--- config.mk ---
export PLATFORM = sky130hd
export DESIGN_NAME = compact_hilbert_index_encode_core
export DESIGN_NICKNAME = d
export VERILOG_FILES = /design/src/sv/chie_pkg.sv /design/src/sv/compact_hilbert_index_encode_core.sv
export SDC_FILE = /design/constraint.sdc
export NUM_CORES = 2
export LEC_CHECK = 0
export BUFFER_PORTS_ARGS = -buffer_cell sky130_fd_sc_hd__clkbuf_2
export CAP_MARGIN = 0
export CORE_MARGIN = 2
export CORE_UTILIZATION = 40
export CTS_CLUSTER_SIZE = 40
export DETAILED_ROUTE_END_ITERATION = 16
export PLACE_DENSITY_LB_ADDON = 0.05
export SYNTH_ARGS = -nofsm -noshare
export SYNTH_HDL_FRONTEND = slang
export SYNTH_SLANG_ARGS = --single-unit
export TNS_END_PERCENT = 5
--- constraint.sdc ---
create_clock -name clk -period 51 [get_ports clk]
set_input_delay 10.2 -clock clk [delete_from_list [all_inputs] [get_ports clk]]
set_output_delay 10.2 -clock clk [all_outputs]
set_load 0.005 [all_outputs]
--- src/sv/chie_pkg.sv ---
// Shared constants, types and level-step functions for the compact Hilbert
// index encoder. No dependencies.
package chie_pkg;

	localparam int MAX_AXES    = 4;
	localparam int NUM_REGS    = 4;
	localparam int MAX_LEVELS  = 16;
	localparam int INDEX_WIDTH = 64;
	localparam int COORD_W     = 16;
	localparam int BITS_W      = 5;
	localparam int NAXES_W     = 3;
	localparam int CFG_ADDR_W  = 3;
	localparam int CFG_DATA_W  = BITS_W;
	localparam int DIG_W       = NUM_REGS;
	localparam int CNT_W       = $clog2(NUM_REGS + 1);
	localparam int POS_W       = $clog2(NUM_REGS);
	localparam int SUM_W       = BITS_W + POS_W;

	localparam logic [NAXES_W-1:0] RESET_NUM_AXES  = NAXES_W'(2);
	localparam logic [BITS_W-1:0]  RESET_AXIS_BITS = BITS_W'(8);

	typedef logic [COORD_W-1:0]     coord_t;
	typedef logic [DIG_W-1:0]       digit_t;
	typedef logic [CNT_W-1:0]       cnt_t;
	typedef logic [POS_W-1:0]       pos_t;
	typedef logic [BITS_W-1:0]      bits_t;
	typedef logic [INDEX_WIDTH-1:0] index_t;

	typedef enum logic [CFG_ADDR_W-1:0] {
		REG_NUM_AXES    = 3'd0,
		REG_AXIS_BITS_0 = 3'd1,
		REG_AXIS_BITS_1 = 3'd2,
		REG_AXIS_BITS_2 = 3'd3,
		REG_AXIS_BITS_3 = 3'd4
	} cfg_reg_t;

	// Running state of the curve walk as it moves down the levels.
	typedef struct packed {
		digit_t ent;
		pos_t   dir;
		index_t h;
	} walk_t;

	function automatic digit_t low_mask(cnt_t k);
		digit_t m;
		m = '0;
		for (int b = 0; b < DIG_W; b++) begin
			if (b < k) m[b] = 1'b1;
		end
		return m;
	endfunction

	// Rotate the low k bits right by r, with r below k.
	function automatic digit_t rot_right(digit_t x, pos_t r, cnt_t k);
		digit_t y;
		cnt_t   src;
		y = '0;
		for (int b = 0; b < DIG_W; b++) begin
			src = cnt_t'(b) + cnt_t'(r);
			if (src >= k) src = src - k;
			if (b < k) y[b] = x[src[POS_W-1:0]];
		end
		return y;
	endfunction

	function automatic digit_t rot_left(digit_t x, pos_t r, cnt_t k);
		digit_t y;
		cnt_t   src;
		y = '0;
		for (int b = 0; b < DIG_W; b++) begin
			src = cnt_t'(b) + k - cnt_t'(r);
			if (src >= k) src = src - k;
			if (b < k) y[b] = x[src[POS_W-1:0]];
		end
		return y;
	endfunction

	function automatic digit_t gray_inv(digit_t g);
		digit_t v;
		v = '0;
		v[DIG_W-1] = g[DIG_W-1];
		for (int b = DIG_W - 2; b >= 0; b--) begin
			v[b] = v[b+1] ^ g[b];
		end
		return v;
	endfunction

	function automatic digit_t entry_of(digit_t w);
		digit_t t;
		t = (w - digit_t'(1)) & ~digit_t'(1);
		if (w == '0) t = '0;
		return t ^ (t >> 1);
	endfunction

	// Count of trailing ones never exceeds k here, so the wrap is one compare.
	function automatic pos_t dir_of(digit_t w, cnt_t k);
		digit_t v;
		cnt_t   c;
		logic   run;
		v   = w[0] ? w : (w - digit_t'(1));
		c   = '0;
		run = 1'b1;
		for (int b = 0; b < DIG_W; b++) begin
			if (run && v[b]) c = c + cnt_t'(1);
			else run = 1'b0;
		end
		if (c >= k || w == '0) c = '0;
		return c[POS_W-1:0];
	endfunction

	// One level of the walk; a level with no active axes leaves it as it is.
	function automatic walk_t level_step(walk_t cur, digit_t plane, cnt_t k);
		walk_t  o;
		digit_t e;
		digit_t w;
		cnt_t   r;
		cnt_t   nd;
		o  = cur;
		e  = cur.ent & low_mask(k);
		r  = cnt_t'(cur.dir) + cnt_t'(1);
		if (r == k) r = '0;
		w  = gray_inv(rot_right(plane ^ e, r[POS_W-1:0], k));
		nd = cnt_t'(cur.dir) + cnt_t'(dir_of(w, k)) + cnt_t'(1);
		if (nd >= k) nd = nd - k;
		if (k != '0) begin
			o.h   = (cur.h << k) | index_t'(w);
			o.ent = e ^ rot_left(entry_of(w), r[POS_W-1:0], k);
			o.dir = nd[POS_W-1:0];
		end
		return o;
	endfunction

endpackage

--- src/sv/compact_hilbert_index_encode_core.sv ---
// Compact Hilbert index encoder: configuration registers and a pipeline
// with one stage per level. Depends on chie_pkg.
//
// Usage: software writes num_axes (index 0) and axis_bits_0..3 (indexes 1..4)
// through cfg_we/cfg_addr/cfg_wdata while no item is in flight. Points enter
// on the in_valid/in_ready channel as coord_0..coord_3; each gives one
// curve_index on the out_valid/out_ready channel, in order.
// There is one pipeline stage per level, MAX_LEVELS (16) in all, each doing
// one level's rotate, Gray decode and entry/direction update. One item can be
// taken every cycle while the output is not stalled.
// Levels above the largest bit count pass the item through unchanged.
// Unsupported configurations (no axes or more than four, a bit count above 16,
// bit counts summing above 64, all counts zero) give an index of zero.
// When out_ready is low while a result is shown, the whole pipeline holds and
// in_ready drops; nothing is lost or repeated. Reset empties the pipeline and
// loads num_axes = 2 and every axis bit count = 8.
module compact_hilbert_index_encode_core (
	input  logic                            clk,
	input  logic                            arst_n,
	input  logic                            cfg_we,
	input  logic [chie_pkg::CFG_ADDR_W-1:0] cfg_addr,
	input  logic [chie_pkg::CFG_DATA_W-1:0] cfg_wdata,
	input  logic                            in_valid,
	output logic                            in_ready,
	input  chie_pkg::coord_t                coord_0,
	input  chie_pkg::coord_t                coord_1,
	input  chie_pkg::coord_t                coord_2,
	input  chie_pkg::coord_t                coord_3,
	output logic                            out_valid,
	input  logic                            out_ready,
	output chie_pkg::index_t                curve_index
);
	import chie_pkg::*;

	logic [NAXES_W-1:0]    num_axes_q;
	bits_t                 axis_bits_q [NUM_REGS];
	logic [CFG_ADDR_W-1:0] cfg_off;

	logic                  used [NUM_REGS];
	pos_t                  pos [NUM_REGS];
	logic                  bad;
	logic [SUM_W-1:0]      total;
	bits_t                 top;
	logic                  over;

	coord_t                coord_in [NUM_REGS];
	logic                  adv;

	logic                  vld_s [1:MAX_LEVELS];
	walk_t                 walk_s [1:MAX_LEVELS];
	coord_t                coord_s [1:MAX_LEVELS-1][NUM_REGS];

	logic                  st_vld [MAX_LEVELS];
	walk_t                 st_walk [MAX_LEVELS];
	coord_t                st_coord [MAX_LEVELS][NUM_REGS];

	assign cfg_off = cfg_addr - CFG_ADDR_W'(REG_AXIS_BITS_0);

	always_ff @(posedge clk or negedge arst_n) begin
		if (!arst_n) begin
			num_axes_q <= RESET_NUM_AXES;
			for (int i = 0; i < NUM_REGS; i++) axis_bits_q[i] <= RESET_AXIS_BITS;
		end else if (cfg_we) begin
			if (cfg_addr == REG_NUM_AXES) begin
				num_axes_q <= cfg_wdata[NAXES_W-1:0];
			end else if (cfg_addr >= REG_AXIS_BITS_0 && cfg_addr <= REG_AXIS_BITS_3) begin
				axis_bits_q[cfg_off[POS_W-1:0]] <= cfg_wdata;
			end
		end
	end

	// Axis ranks by (bit count, axis number), and the unsupported cases.
	always_comb begin
		total = '0;
		top   = '0;
		over  = 1'b0;
		for (int i = 0; i < NUM_REGS; i++) begin
			used[i] = (i < num_axes_q);
			pos[i]  = '0;
		end
		for (int i = 0; i < NUM_REGS; i++) begin
			if (used[i]) begin
				total = total + SUM_W'(axis_bits_q[i]);
				if (axis_bits_q[i] > top) top = axis_bits_q[i];
				if (axis_bits_q[i] > BITS_W'(MAX_LEVELS)) over = 1'b1;
			end
			for (int a = 0; a < NUM_REGS; a++) begin
				if (used[a] && a != i &&
				    (axis_bits_q[a] < axis_bits_q[i] ||
				     (axis_bits_q[a] == axis_bits_q[i] && a < i))) begin
					pos[i] = pos[i] + pos_t'(1);
				end
			end
		end
		bad = (num_axes_q == '0) || (num_axes_q > NAXES_W'(MAX_AXES)) || over ||
		      (total > SUM_W'(INDEX_WIDTH)) || (top == '0);
	end

	assign coord_in[0] = coord_0;
	assign coord_in[1] = coord_1;
	assign coord_in[2] = coord_2;
	assign coord_in[3] = coord_3;

	// The whole pipeline moves together; it holds only while a result waits.
	assign adv      = !vld_s[MAX_LEVELS] || out_ready;
	assign in_ready = adv;

	for (genvar g = 0; g < MAX_LEVELS; g++) begin : g_level
		localparam int L = MAX_LEVELS - g;

		digit_t plane;
		cnt_t   k;
		cnt_t   first;
		pos_t   lr;

		if (g == 0) begin : g_head
			assign st_vld[g]   = in_valid;
			assign st_walk[g]  = '0;
			assign st_coord[g] = coord_in;
		end else begin : g_body
			assign st_vld[g]   = vld_s[g];
			assign st_walk[g]  = walk_s[g];
			assign st_coord[g] = coord_s[g];
		end

		// Active axes at this level fill the plane in rank order.
		always_comb begin
			k     = '0;
			first = '0;
			plane = '0;
			lr    = '0;
			for (int i = 0; i < NUM_REGS; i++) begin
				if (used[i] && axis_bits_q[i] >= BITS_W'(L)) k = k + cnt_t'(1);
				else if (used[i]) first = first + cnt_t'(1);
			end
			for (int i = 0; i < NUM_REGS; i++) begin
				if (used[i] && axis_bits_q[i] >= BITS_W'(L)) begin
					lr        = pos_t'(cnt_t'(pos[i]) - first);
					plane[lr] = st_coord[g][i][L-1];
				end
			end
		end

		always_ff @(posedge clk or negedge arst_n) begin
			if (!arst_n) vld_s[g+1] <= 1'b0;
			else if (adv) vld_s[g+1] <= st_vld[g];
		end

		always_ff @(posedge clk) begin
			if (adv) walk_s[g+1] <= level_step(st_walk[g], plane, k);
		end

		if (g < MAX_LEVELS - 1) begin : g_carry
			always_ff @(posedge clk) begin
				if (adv) coord_s[g+1] <= st_coord[g];
			end
		end
	end

	assign out_valid   = vld_s[MAX_LEVELS];
	assign curve_index = bad ? '0 : walk_s[MAX_LEVELS].h;

endmodule

Yosys cells after proc, flatten, opt, wreduce, memory -nomap -nowiden. Memories as Yosys holds them, arrays and structs flattened. Cells that the tools add are included.

Output and inout port bits: 66. Bits of input ports: 77. RAM bits: 2080. Flip-flop bits (word level): 39. Word-level logic and storage cells: 3482. Memories kept: 2.

Bitwise logic cells: 143. Equality and inequality tests: 22. Multiplexer cells: 1863. Shift-type cells: 16. Reductions and logical operators: 255. Add/subtract/negate cells: 586. Order comparisons: 574.

Memory list: walk_s (depth 16, width 70, rd ports 16, clocked after Yosys merged registers in 0, write ports 16, RTL line compact_hilbert_index_encode_core.sv:50) `walk_t walk_s [1:MAX_LEVELS];`; coord_s (depth 15, width 64, rd ports 15, clocked after Yosys merged registers in 0, write ports 15, RTL line compact_hilbert_index_encode_core.sv:51) `coord_t coord_s [1:MAX_LEVELS-1][NUM_REGS];`.

Operators with widths (number): $mux 70 (32); $or 64x4->64 (16); $mux 2 (503); $shl 64x3->64 (15); $mux 1 (784); $lt 2x3->1 const B (192); $mux 4 (128); $mux 3 (160); $ge 3x3->1 (144); $sub 2x2->2 (208); $add 3x1->3 const B (111); $bmux 1 s2 (128); $bwmux 4 (48); $sub 3x2->3 (64); $logic_and 1x1->1 (190); $ge 5x4->1 const B (32); $demux 1 s2 (64); $ge 2x1->1 const B (64); $and 4x4->4 (31); $xor 4x4->4 (30); $lt 1x3->1 const A (34); $lt 2x3->1 const A (34); $add 2x2->3 const A (32); $add 2x3->3 const A (32); other kinds (45) (383).

Logic depth before layout (Yosys ltp).
Depth in word-level cells: 56. Depth in mapped cells: 53. Mapped depth without buffers: 51.

Least setup slack after synthesis. Ideal clock, no wire load.

Kind: in2out. Start point: input port out_ready. End point: output port in_ready. Setup slack: 5.072 ns. Required time: 40.800 ns. Stages on the path: 4. Buffers on the path: 2. Arrival: 35.728 ns. Path through: nor2b_1 clkbuf_1 clkbuf_1 inv_1.

Word-level cells in the longest chain between the ends: 1.

Ends and longest elaborated chain: start: declaration (RTL line compact_hilbert_index_encode_core.sv:30) `input logic out_ready,`; $logic_or 1x1->1 (RTL line compact_hilbert_index_encode_core.sv:105) `assign adv = !vld_s[MAX_LEVELS] || out_ready;`; end: declaration (RTL line compact_hilbert_index_encode_core.sv:24) `output logic in_ready,`.

No other way between the ends.

Worst setup path in the final report. Same ends and word-level chain as after synthesis.

==> results.cfg <==
[cts]
clkSlewWorstSetupHoldPaths_ns = 0.06
cts_buffers = 167
ctsHoldBuffers = 0
clock_sinks = 1345
cts_resized = 0
cts_htree_levels = 4
clockRootBuffer = clkbuf_16
postCtsSetupBuffers = 0
cts_buffer_depth = 4
worst_skew_pair.late_latency_ns = 0.86
cts_tree = built

[floorplan]
fp.dieH_um = 518
initial_core_util_pct = 40.2
num_rows = 188
die_w_um = 518
coreArea_sq_mm = 0.263
ios = 143
dieArea_sq_mm = 0.268

[place]
dp_hpwl_mm = 229
io_buffers = 142
place_area_sq_mm = 0.110
gp_congestion = 0.889

[status]
status = finished clean

[cells_and_area]
drive_above_1_share_pct = 8.36
syn_to_final_growth_pct = 9.57
stdcell_area_sq_mm = 0.116
layout.nets = 11857

[setup_path]
critPathLaunchType = primary input
cp-end-kind = output port
cp.required_ns = 40.80
crit_type = in2out
cp_max_fo = 17
worstPathArrival_ns = 10.99

[synth]
yosysWarnings = 0
yosysSeqAreaShare_pct = 38.0
synth_top_flop_cell = edfxtp_1
synth_commonest_cells = nand2_1, edfxtp_1, mux2i_1, ha_1, nor2_1
synth_area_sq_mm = 0.106
ys_ff_latch = 1345
yosys.area.top_type = edfxtp_1
synth.most_common_cell = nand2_1
synth_top_area_share_pct = 37.1
synthCells = 11055
synth_nets = 11890
async_flop_share_pct = 2.90
synthTopCellsByArea = edfxtp_1, mux2i_1, ha_1
yosysUniqueCellTypes = 142
syn_area_per_cell_sq_um = 9.56
synth_edf_count = 1306

[sta]
rsz0062_at_grt = no
fin_skew_ns = 0.0513
holdWs_ns = 0.369
hold_viol = 0
slew_headroom_pct = 13.1
period_minus_slack_ns = 21.19
fmax_mhz = 47.2
finalSetupTns_ns = 0
slew_violations = 0
finalSetupViolations = 0
worst_pin_slew_ns = 1.30
min_period_over_period_pct = 41.5

[grt]
grt_pass1_wl_mm = 469
grt-ovfl-total = 0
grt_pass1_vias = 80135
track_usage_pct = 21.8
antenna_found_initial = 2
grt_max_degree = 177

[detailed_routing]
wire_per_inst_um = 20.7
postRouteAntennaNets = 0
via_count = 80758
detail_route.vias_per_cell = 5.50
drc_errors = 0
initialDrtViolationCount = 5425
totalWireLength_mm = 304
drtPass1Iterations = 8

[worst_hold_path]
hold_path_class = reg2reg

[flow_run]
maxCapViolCount = 0
[area by class of cell]
| type | count | area [sq um] |
|---|---|---|
| fill | 25463 | 147000 |
| multi-input combinational | 8758 | 62200 |
| sequential | 1345 | 40200 |
| tap | 3515 | 4400 |
| clock buffer | 200 | 4370 |
| timing repair buffer | 299 | 1940 |
| inverter | 451 | 1700 |
| clock inverter | 102 | 1070 |
| antenna | 1 | 2.50 |
[path summary, 6_finish.rpt]
kind,from,end,slack (ns),cells past startpoint
worst max-delay path,out_ready,in_ready,29.81,5
worst min-delay path,coord_s[0][800],coord_s[0][864],0.37,0
worst max register to register,axis_bits_q[14],walk_s[0][1045],37.47,48
worst min register to register,coord_s[0][800],coord_s[0][864],0.37,0
max in group asynchronous,arst_n,axis_bits_q[9],41.11,2
min in group asynchronous,arst_n,st_vld[7],9.46,2
[worst max-delay path, cell delays in order]
cell      delay (ns)
clkbuf_2        0.09
nor2b_2         0.09
buf_4           0.26
inv_8           0.14
clkbuf_2        0.16
[kinds of logic (layout without fill, tap and decap cells)]
| group | Yosys count | after routing | share of synthesized area, % |
|---|---|---|---|
| simple gates | 3934 | 3934 | 16.3 |
| compound gates | 1968 | 1968 | 12.8 |
| mux | 1411 | 1411 | 14.2 |
| flops | 1345 | 1345 | 38.0 |
| buf+inv | 952 | 1052 | 3.54 |
| fa+ha+maj | 769 | 769 | 9.29 |
| xor+xnor | 676 | 676 | 5.86 |
| other cells | 0 | 1 | 0 |
[stage by stage]
step,std cells,worst slack [ns],util (%)
detailed placement,14368,29.80,42.0
finish,14671,29.81,44.1
floorplan,11055,5.07,-
CTS,14670,29.80,44.1
global placement,14368,29.80,42.0
global route,14671,29.75,44.1
[per-layer routing]
layer	track usage (%)	vias up	share of wire, %
met5	0	-	0
met1	28.7	39004	45
met4	5.90	0	2.7
met3	1.97	422	3.0
met2	38.2	1438	49
li1	-	39894	-
[cell usage in the layout (no fill, tap or decap), types with 77 or more instances in the layout]
cell | netlist | layout
clkbuf_2 | 1 | 142
a21oi_1 | 380 | 380
o211ai_1 | 77 | 77
mux2i_1 | 1298 | 1297
nand2b_1 | 126 | 126
o21ai_0 | 376 | 375
xor2_1 | 246 | 244
nor2_1 | 526 | 522
a211oi_1 | 85 | 85
nand3_1 | 196 | 196
clkbuf_16 | 0 | 170
inv_1 | 415 | 411
xnor2_1 | 402 | 379
nor3_1 | 156 | 154
a22oi_1 | 173 | 173
ha_1 | 727 | 727
a31oi_1 | 79 | 79
edfxtp_1 | 1306 | 1306
a21o_1 | 199 | 199
nand2_1 | 2365 | 2362
buf_4 | 18 | 153
and2_1 | 147 | 147
[registers in the layout, indices dropped and copies added, names as in the netlist]
name         cells
walk_s         826
coord_s        480
axis_bits_q     20
st_vld          15
num_axes_q       3
out_valid        1
Power is not shown: default switching activity piles up to over one toggle a cycle in this logic, so the estimate is an artifact.
